$ cat src/design/mav_pkg.sv
// Shared types for the moving average window block.
// Holds the controller state encoding and the command and status bundles.
// No dependencies.
package mav_pkg;

  localparam int WIN_LEN_W = 7;

  typedef enum logic [1:0] {
    ST_IDLE,
    ST_SUM,
    ST_DIV,
    ST_DONE
  } mav_state_t;

  typedef struct packed {
    logic take;
    logic sum;
    logic div_load;
    logic div_step;
    logic out_load;
  } mav_cmd_t;

  typedef struct packed {
    logic sum_done;
    logic div_done;
    logic out_free;
  } mav_status_t;

endpackage

$ cat src/design/mav_ram.sv
// Generic single write port, single read port RAM with registered read data.
// No dependencies.
module mav_ram #(
  parameter int WIDTH = 24,
  parameter int DEPTH = 64
) (
  input  logic                     clk,
  input  logic                     we,
  input  logic [$clog2(DEPTH)-1:0] waddr,
  input  logic [WIDTH-1:0]         wdata,
  input  logic                     re,
  input  logic [$clog2(DEPTH)-1:0] raddr,
  output logic [WIDTH-1:0]         rdata
);

  logic [WIDTH-1:0] mem [DEPTH];

  always_ff @(posedge clk) begin
    if (we) begin
      mem[waddr] <= wdata;
    end
    if (re) begin
      rdata <= mem[raddr];
    end
  end

endmodule

$ cat src/design/mav_ctrl.sv
// Controller for the moving average window: sequences store, sum, divide and
// result hand-off. Depends on mav_pkg.
module mav_ctrl
  import mav_pkg::*;
(
  input  logic        clk,
  input  logic        rst,
  input  logic        in_valid,
  output logic        in_ready,
  input  mav_status_t status,
  output mav_cmd_t    cmd
);

  mav_state_t state, state_next;

  always_ff @(posedge clk) begin
    if (rst) begin
      state <= ST_IDLE;
    end else begin
      state <= state_next;
    end
  end

  always_comb begin
    state_next = state;
    cmd        = '0;
    in_ready   = 1'b0;
    unique case (state)
      ST_IDLE: begin
        in_ready = 1'b1;
        if (in_valid) begin
          cmd.take   = 1'b1;
          state_next = ST_SUM;
        end
      end
      ST_SUM: begin
        cmd.sum = 1'b1;
        if (status.sum_done) begin
          cmd.div_load = 1'b1;
          state_next   = ST_DIV;
        end
      end
      ST_DIV: begin
        if (status.div_done) begin
          state_next = ST_DONE;
        end else begin
          cmd.div_step = 1'b1;
        end
      end
      ST_DONE: begin
        if (status.out_free) begin
          cmd.out_load = 1'b1;
          state_next   = ST_IDLE;
        end
      end
      default: state_next = ST_IDLE;
    endcase
  end

endmodule

$ cat src/design/mav_datapath.sv
// Datapath for the moving average window: sample ring, window sum,
// bit-serial divider, result register and window length register.
// Depends on mav_pkg and mav_ram.
module mav_datapath
  import mav_pkg::*;
#(
  parameter int MAX_WINDOW  = 64,
  parameter int SAMPLE_BITS = 24
) (
  input  logic                   clk,
  input  logic                   rst,
  input  mav_cmd_t               cmd,
  output mav_status_t            status,
  input  logic                   cfg_we,
  input  logic [WIN_LEN_W-1:0]   cfg_wdata,
  input  logic [SAMPLE_BITS-1:0] in_sample,
  input  logic                   in_restart,
  input  logic                   out_ready,
  output logic                   out_valid,
  output logic [SAMPLE_BITS-1:0] out_mean
);

  localparam int ADDR_W = $clog2(MAX_WINDOW);
  localparam int LEN_W  = $clog2(MAX_WINDOW + 1);
  localparam int SUM_W  = SAMPLE_BITS + $clog2(MAX_WINDOW);
  localparam int CNT_W  = $clog2(SUM_W + 1);
  localparam int WIN_W  = (LEN_W > WIN_LEN_W) ? LEN_W : WIN_LEN_W;

  logic [WIN_LEN_W-1:0]   window_len;
  logic [ADDR_W-1:0]      slot;
  logic [LEN_W-1:0]       filled;
  logic [LEN_W-1:0]       len;
  logic [LEN_W-1:0]       issue_cnt;
  logic [ADDR_W-1:0]      rd_ptr;
  logic                   rd_valid;
  logic [SUM_W-1:0]       acc;
  logic [LEN_W-1:0]       rem;
  logic [SUM_W-1:0]       quo;
  logic                   neg;
  logic [CNT_W-1:0]       bit_cnt;

  logic [ADDR_W-1:0]      slot_eff;
  logic [ADDR_W-1:0]      slot_inc;
  logic [ADDR_W-1:0]      rd_ptr_dec;
  logic [LEN_W-1:0]       filled_eff;
  logic [LEN_W-1:0]       filled_inc;
  logic [WIN_W-1:0]       win_ext;
  logic [WIN_W-1:0]       win_clip;
  logic [LEN_W-1:0]       win;
  logic [LEN_W-1:0]       len_new;
  logic                   ram_re;
  logic [SAMPLE_BITS-1:0] ram_rdata;
  logic [SUM_W-1:0]       rdata_ext;
  logic [SUM_W-1:0]       acc_mag;
  logic [LEN_W:0]         rem_shift;
  logic [LEN_W:0]         rem_sub;
  logic                   div_ge;
  logic [LEN_W-1:0]       rem_div;
  logic [SAMPLE_BITS-1:0] quo_trunc;
  logic [SAMPLE_BITS-1:0] mean_val;

  always_comb begin
    slot_eff   = in_restart ? '0 : slot;
    filled_eff = in_restart ? '0 : filled;
    filled_inc = (filled_eff == LEN_W'(MAX_WINDOW)) ? filled_eff : filled_eff + 1'b1;
    win_ext    = WIN_W'(window_len);
    win_clip   = (win_ext > WIN_W'(MAX_WINDOW)) ? WIN_W'(MAX_WINDOW) : win_ext;
    win        = win_clip[LEN_W-1:0];
    len_new    = (filled_inc < win) ? filled_inc : win;
    slot_inc   = (slot_eff == ADDR_W'(MAX_WINDOW - 1)) ? '0 : slot_eff + 1'b1;
    rd_ptr_dec = (rd_ptr == '0) ? ADDR_W'(MAX_WINDOW - 1) : rd_ptr - 1'b1;
    ram_re     = cmd.sum && (issue_cnt != '0);
    rdata_ext  = {{(SUM_W - SAMPLE_BITS){ram_rdata[SAMPLE_BITS-1]}}, ram_rdata};
    acc_mag    = acc[SUM_W-1] ? (~acc + 1'b1) : acc;
    rem_shift  = {rem, quo[SUM_W-1]};
    div_ge     = (rem_shift >= {1'b0, len});
    rem_sub    = rem_shift - {1'b0, len};
    rem_div    = div_ge ? rem_sub[LEN_W-1:0] : rem_shift[LEN_W-1:0];
    quo_trunc  = quo[SAMPLE_BITS-1:0];
    mean_val   = (len == '0) ? '0 : (neg ? (~quo_trunc + 1'b1) : quo_trunc);
  end

  mav_ram #(
    .WIDTH (SAMPLE_BITS),
    .DEPTH (MAX_WINDOW)
  ) u_store (
    .clk   (clk),
    .we    (cmd.take),
    .waddr (slot_eff),
    .wdata (in_sample),
    .re    (ram_re),
    .raddr (rd_ptr),
    .rdata (ram_rdata)
  );

  always_ff @(posedge clk) begin
    if (rst) begin
      window_len <= WIN_LEN_W'(1);
      slot       <= '0;
      filled     <= '0;
      issue_cnt  <= '0;
      rd_valid   <= 1'b0;
      bit_cnt    <= '0;
      out_valid  <= 1'b0;
    end else begin
      if (cfg_we) begin
        window_len <= cfg_wdata;
      end
      rd_valid <= ram_re;
      if (cmd.take) begin
        slot      <= slot_inc;
        filled    <= filled_inc;
        issue_cnt <= len_new;
      end else if (ram_re) begin
        issue_cnt <= issue_cnt - 1'b1;
      end
      if (cmd.div_load) begin
        bit_cnt <= CNT_W'(SUM_W);
      end else if (cmd.div_step) begin
        bit_cnt <= bit_cnt - 1'b1;
      end
      if (cmd.out_load) begin
        out_valid <= 1'b1;
      end else if (out_ready) begin
        out_valid <= 1'b0;
      end
    end
  end

  always_ff @(posedge clk) begin
    if (cmd.take) begin
      len    <= len_new;
      rd_ptr <= slot_eff;
      acc    <= '0;
    end else begin
      if (ram_re) begin
        rd_ptr <= rd_ptr_dec;
      end
      if (rd_valid) begin
        acc <= acc + rdata_ext;
      end
    end
    if (cmd.div_load) begin
      rem <= '0;
      quo <= acc_mag;
      neg <= acc[SUM_W-1];
    end else if (cmd.div_step) begin
      rem <= rem_div;
      quo <= {quo[SUM_W-2:0], div_ge};
    end
    if (cmd.out_load) begin
      out_mean <= mean_val;
    end
  end

  assign status.sum_done = (issue_cnt == '0) && !rd_valid;
  assign status.div_done = (bit_cnt == '0);
  assign status.out_free = !out_valid || out_ready;

  a_filled_bound: assert property (@(posedge clk) disable iff (rst)
    filled <= LEN_W'(MAX_WINDOW))
    else $error("fill count beyond window store");

  a_issue_bound: assert property (@(posedge clk) disable iff (rst)
    $past(cmd.take) |-> (issue_cnt <= filled))
    else $error("sum length exceeds samples held");

  a_no_overwrite: assert property (@(posedge clk) disable iff (rst)
    cmd.out_load |-> (!out_valid || out_ready))
    else $error("result register loaded while a result is pending");

  a_div_idle_sum: assert property (@(posedge clk) disable iff (rst)
    cmd.div_step |-> (!rd_valid && issue_cnt == '0))
    else $error("divider stepping while summation in flight");

endmodule

$ cat src/design/moving_average_window.sv
// Top level of the moving average window: stream ports, configuration port,
// controller and datapath. Depends on mav_pkg, mav_ctrl and mav_datapath.
//
// Each input transfer carries one signed Q15.8 sample and a restart flag in
// tuser; each produces one output transfer with the mean of the last
// L = min(samples since restart, window_len, MAX_WINDOW) samples, truncated
// toward zero (zero when window_len is zero). Items are handled one at a time:
// the result is presented once the summing pass and the divider have finished
// and the output is free, and the next sample is accepted from the same cycle
// on. The transfer time is set by the summing pass that reads one stored
// sample per cycle from the single read port of the sample RAM and by the
// divider that resolves one quotient bit per cycle. A new sample is accepted
// while the previous result still waits on the output. Write window_len only
// while no transfer is in progress.
module moving_average_window
  import mav_pkg::*;
#(
  parameter int MAX_WINDOW  = 64,
  parameter int SAMPLE_BITS = 24
) (
  input  logic                                    clk,
  input  logic                                    rst,
  input  logic                                    cfg_we,
  input  logic [WIN_LEN_W-1:0]                    cfg_wdata,      // window_len
  input  logic                                    s_axis_tvalid,
  output logic                                    s_axis_tready,
  input  logic [((SAMPLE_BITS + 7) / 8) * 8 - 1:0] s_axis_tdata,  // sample
  input  logic                                    s_axis_tuser,   // restart
  output logic                                    m_axis_tvalid,
  input  logic                                    m_axis_tready,
  output logic [((SAMPLE_BITS + 7) / 8) * 8 - 1:0] m_axis_tdata   // mean
);

  localparam int DATA_W = ((SAMPLE_BITS + 7) / 8) * 8;

  mav_cmd_t               cmd;
  mav_status_t            status;
  logic [SAMPLE_BITS-1:0] mean;

  mav_ctrl u_ctrl (
    .clk      (clk),
    .rst      (rst),
    .in_valid (s_axis_tvalid),
    .in_ready (s_axis_tready),
    .status   (status),
    .cmd      (cmd)
  );

  mav_datapath #(
    .MAX_WINDOW  (MAX_WINDOW),
    .SAMPLE_BITS (SAMPLE_BITS)
  ) u_datapath (
    .clk        (clk),
    .rst        (rst),
    .cmd        (cmd),
    .status     (status),
    .cfg_we     (cfg_we),
    .cfg_wdata  (cfg_wdata),
    .in_sample  (s_axis_tdata[SAMPLE_BITS-1:0]),
    .in_restart (s_axis_tuser),
    .out_ready  (m_axis_tready),
    .out_valid  (m_axis_tvalid),
    .out_mean   (mean)
  );

  assign m_axis_tdata = DATA_W'(mean);

endmodule

$ cat config.mk
export PLATFORM = sky130hd
export DESIGN_NAME = moving_average_window
export DESIGN_NICKNAME = d
export VERILOG_FILES = /design/src/design/mav_pkg.sv /design/src/design/mav_ram.sv /design/src/design/mav_ctrl.sv /design/src/design/mav_datapath.sv /design/src/design/moving_average_window.sv
export SDC_FILE = /design/constraint.sdc
export NUM_CORES = 2
export LEC_CHECK = 0
export ABC_AREA = 1
export BUFFER_PORTS_ARGS = -buffer_cell sky130_fd_sc_hd__buf_2
export CORE_UTILIZATION = 51
export DETAILED_ROUTE_END_ITERATION = 10
export HOLD_SLACK_MARGIN = 0.12
export PLACE_DENSITY_LB_ADDON = 0.12
export SKIP_LAST_GASP = 1
export SLEW_MARGIN = 30
export SYNTH_ARGS = -nofsm -noshare
export SYNTH_HDL_FRONTEND = slang
export SYNTH_SLANG_ARGS = --single-unit
export TNS_END_PERCENT = 5
$ cat constraint.sdc
create_clock -name clk -period 9.2 [get_ports clk]
set_input_delay 0.92 -clock clk [delete_from_list [all_inputs] [get_ports clk]]
set_output_delay 0.92 -clock clk [all_outputs]
set_load 0.05 [all_outputs]
==> results.json <==
{
  "htree_levels": 4,
  "fin_util_pct": 57.3,
  "grt-ovfl-total": 0,
  "cts-root-buf": "clkbuf_16",
  "io_pins": 63,
  "coreArea_um2": 136000,
  "vias_per_cell": 6.10,
  "irDropWorstVdd_uv": 334,
  "synthAdderAreaFrac_pct": 1.00,
  "syn-num-nets": 5782,
  "grt_max_degree": 205,
  "wl_per_cell_um": 26.2,
  "place_congestion": 0.905,
  "die_x_um": 373,
  "synth_edf_count": 1628,
  "globalRouteMet2Util_pct": 44.9,
  "final_cell_area_um2": 77900,
  "grt_first_pass_wirelength_mm": 294,
  "synth_warnings": 0,
  "dp_hpwl_mm": 110,
  "endpoint_kind": "flip-flop",
  "synthSimpleGateAreaFrac_pct": 10.1,
  "critPathArrivalTime_ps": 4600,
  "numCtsBuffers": 174,
  "drtIter0Drc": 5805,
  "initial_core_util_pct": 51.5,
  "fin_crit_ps": 3940,
  "netlist_area_um2": 70100,
  "use_met1_pct": 40.2,
  "rows": 135,
  "rsz0062_at_grt": "false",
  "powerDensity_nw_per_um2": 320,
  "ys_seq_area_share_pct": 71.8,
  "cpMostUsedCell": "nand3_1",
  "worstPathRequired_ps": 9860,
  "nets": 5787,
  "slew_headroom_pct": 32.5,
  "leakagePower_nw": 25.8,
  "synthFlopType": "edfxtp_1",
  "cts_resized": 0,
  "grt_pass1_vias": 44300,
  "cp_max_fo": 204,
  "portBuffers": 62,
  "top_usage_layer": "met2",
  "synth-seq-cells": 1701,
  "antenna_found_initial": 9,
  "synth_xor_area_share_pct": 0.612,
  "met3_usage_pct": 3.94,
  "dieArea_um2": 139000,
  "firstDrtPassIters": 6,
  "ys_types": 56,
  "drv_cap": 0,
  "outcome": "finished, final reports clean",
  "cts_setup_buffers": 0,
  "holdWs_ps": 345,
  "finalSetupTns_ps": 0,
  "muxShareOfSynthArea_pct": 0,
  "critPathBufInv": 2,
  "totalWireLength_mm": 200,
  "clk_pin_slew_ps": 60,
  "worstSetupPathType": "reg2reg",
  "startpoint_type": "flip-flop",
  "drive_above_1_share_pct": 9.33,
  "finClkSkew_ps": 47.0,
  "hold_class": "in2reg",
  "hold_viol": 0,
  "final_max_slew_viol_count": 0,
  "max_freq_mhz": 254,
  "insertion_delay_ps": 810,
  "async_reset_ff_share_pct": 0,
  "worst_pin_slew_ps": 1010,
  "total_power_w": 0.0249,
  "cts_sinks": 1701,
  "path_delay_family": "buffers and inverters",
  "clock_path_buffers": 3,
  "synth_cells": 5690,
  "crit_path_max_incr_delay_ps": 650,
  "via_count": 46500,
  "synth-compound-area-share_pct": 12.9,
  "die_y_um": 373,
  "cts_tree": "yes",
  "setup_viol": 0,
  "ant_nets": 0,
  "area_delta_synth_final_pct": 11.1,
  "dpl_cell_area_um2": 72200,
  "drcViolationCount": 0,
  "path_cells": "buf_12 > buf_12 > o21ai_0 > o221ai_1 > nand3_1 > nand3_1 > nand3_1 > nand2_1",
  "syn_area_per_cell_um2": 12.3,
  "grt.total_usage_pct": 28.5,
  "cts_hold_buf": 0,
  "synth_top_family_by_area": "compound AO/OA/AOI/OAI gates",
  "fin_crit_sh_pct": 42.8,
  "cp_slowest_cell": "edfxtp_1"
}
[state kept, by name, indices dropped and copies added, names as in the netlist, 24 cells and up]
register                  cells
u_datapath.u_store.mem     1536
u_datapath.quo               30
u_datapath.acc               30
u_datapath.u_store.rdata     24
u_datapath.out_mean          24
[report_power, final]
group          internal, W  switching, W
Combinational      0.00231       0.00642
Sequential         0.00892      0.000346
Clock              0.00392       0.00300
[cells in the final DEF (no fill, tap or decap), drive strengths merged, types with 3 or more instances in the layout]
cell type	netlist	routed
ha	53	53
nor3	23	23
o21bai	6	6
dfxtp	73	73
nor2	997	997
nand2	402	402
clkbuf	182	223
edfxtp	1628	1628
a211oi	5	5
buf	177	188
o211ai	38	38
nand4	14	14
a31oi	3	3
a21o	5	5
or2	3	3
o21a	5	5
clkinv	4	82
bufinv	0	11
nand3	282	282
o21ai	905	905
o221ai	158	158
o22ai	231	231
xnor2	8	8
clkinvlp	0	5
a21oi	219	219
o41ai	3	3
xor2	41	41
inv	199	205
nor4	12	12
[metrics by stage]
stage               std cells  setup WS, ps
floorplan                5690          4700
global placement         7297          5030
detailed placement       7300          5190
CTS                      7623          5260
global route             7623          5060
finish                   7624          5260
[per-layer routing]
layer / vias up / wire (um)
met4: 6 / 7840
met1: 23100 / 83100
met5: - / 46
li1: 21000 / -
met2: 2069 / 92700
met3: 326 / 16000
[area by class of cell]
type                       count  area (um^2)
antenna                        1         2.50
clock buffer                 223         4670
clock inverter               100          938
fill                       11000        58100
inverter                     203          800
multi-input combinational   3427        17500
sequential                  1701        50300
tap                         1781         2230
timing repair buffer         188         1410
[final timing paths]
path,from,slack [ps],to,cells after the start
hold reg to reg,u_datapath.bit_cnt[4]$_SDFFE_PP0P_,460,u_datapath.bit_cnt[4]$_SDFFE_PP0P_,2
hold / removal,cfg_wdata[5],350,u_datapath.win_ext[5]$_SDFFE_PP0P_,3
setup / recovery,u_datapath.rd_ptr[0]$_DFFE_PP_,5260,u_datapath.u_store.rdata[1]$_DFFE_PP_,8
setup reg to reg,u_datapath.rd_ptr[0]$_DFFE_PP_,5260,u_datapath.u_store.rdata[1]$_DFFE_PP_,8
[cell usage after synthesis (all sizes together) (6+ instances only)]
cell / n / area share [%]
o21bai: 6 / 0.064
nor4: 12 / 0.12
inv: 199 / 1.1
o211ai: 38 / 0.41
clkbuf: 182 / 0.98
nor2: 997 / 5.4
nand2: 402 / 2.2
xnor2: 8 / 0.10
edfxtp: 1628 / 70
a21oi: 219 / 1.6
nor3: 23 / 0.22
dfxtp: 73 / 2.1
nand3: 282 / 2.0
o22ai: 231 / 2.1
ha: 53 / 0.95
o21ai: 905 / 6.5
o221ai: 158 / 2.0
xor2: 41 / 0.51
nand4: 14 / 0.12
buf: 177 / 1.5
[kinds of logic (layout without fill, tap and decap cells)]
logic type	after synthesis	after routing
compound gates	1586	1586
simple gates	1737	1737
flops	1701	1701
other cells	0	1
fa+ha+maj	55	55
xor+xnor	49	49
buf+inv	562	714
[worst min-delay path, cell delays in order]
cell and delay (ps):
buf_2 80, nor2_1 40, nor2_1 80
No activity file was read; power rests on OpenSTA's default activity.
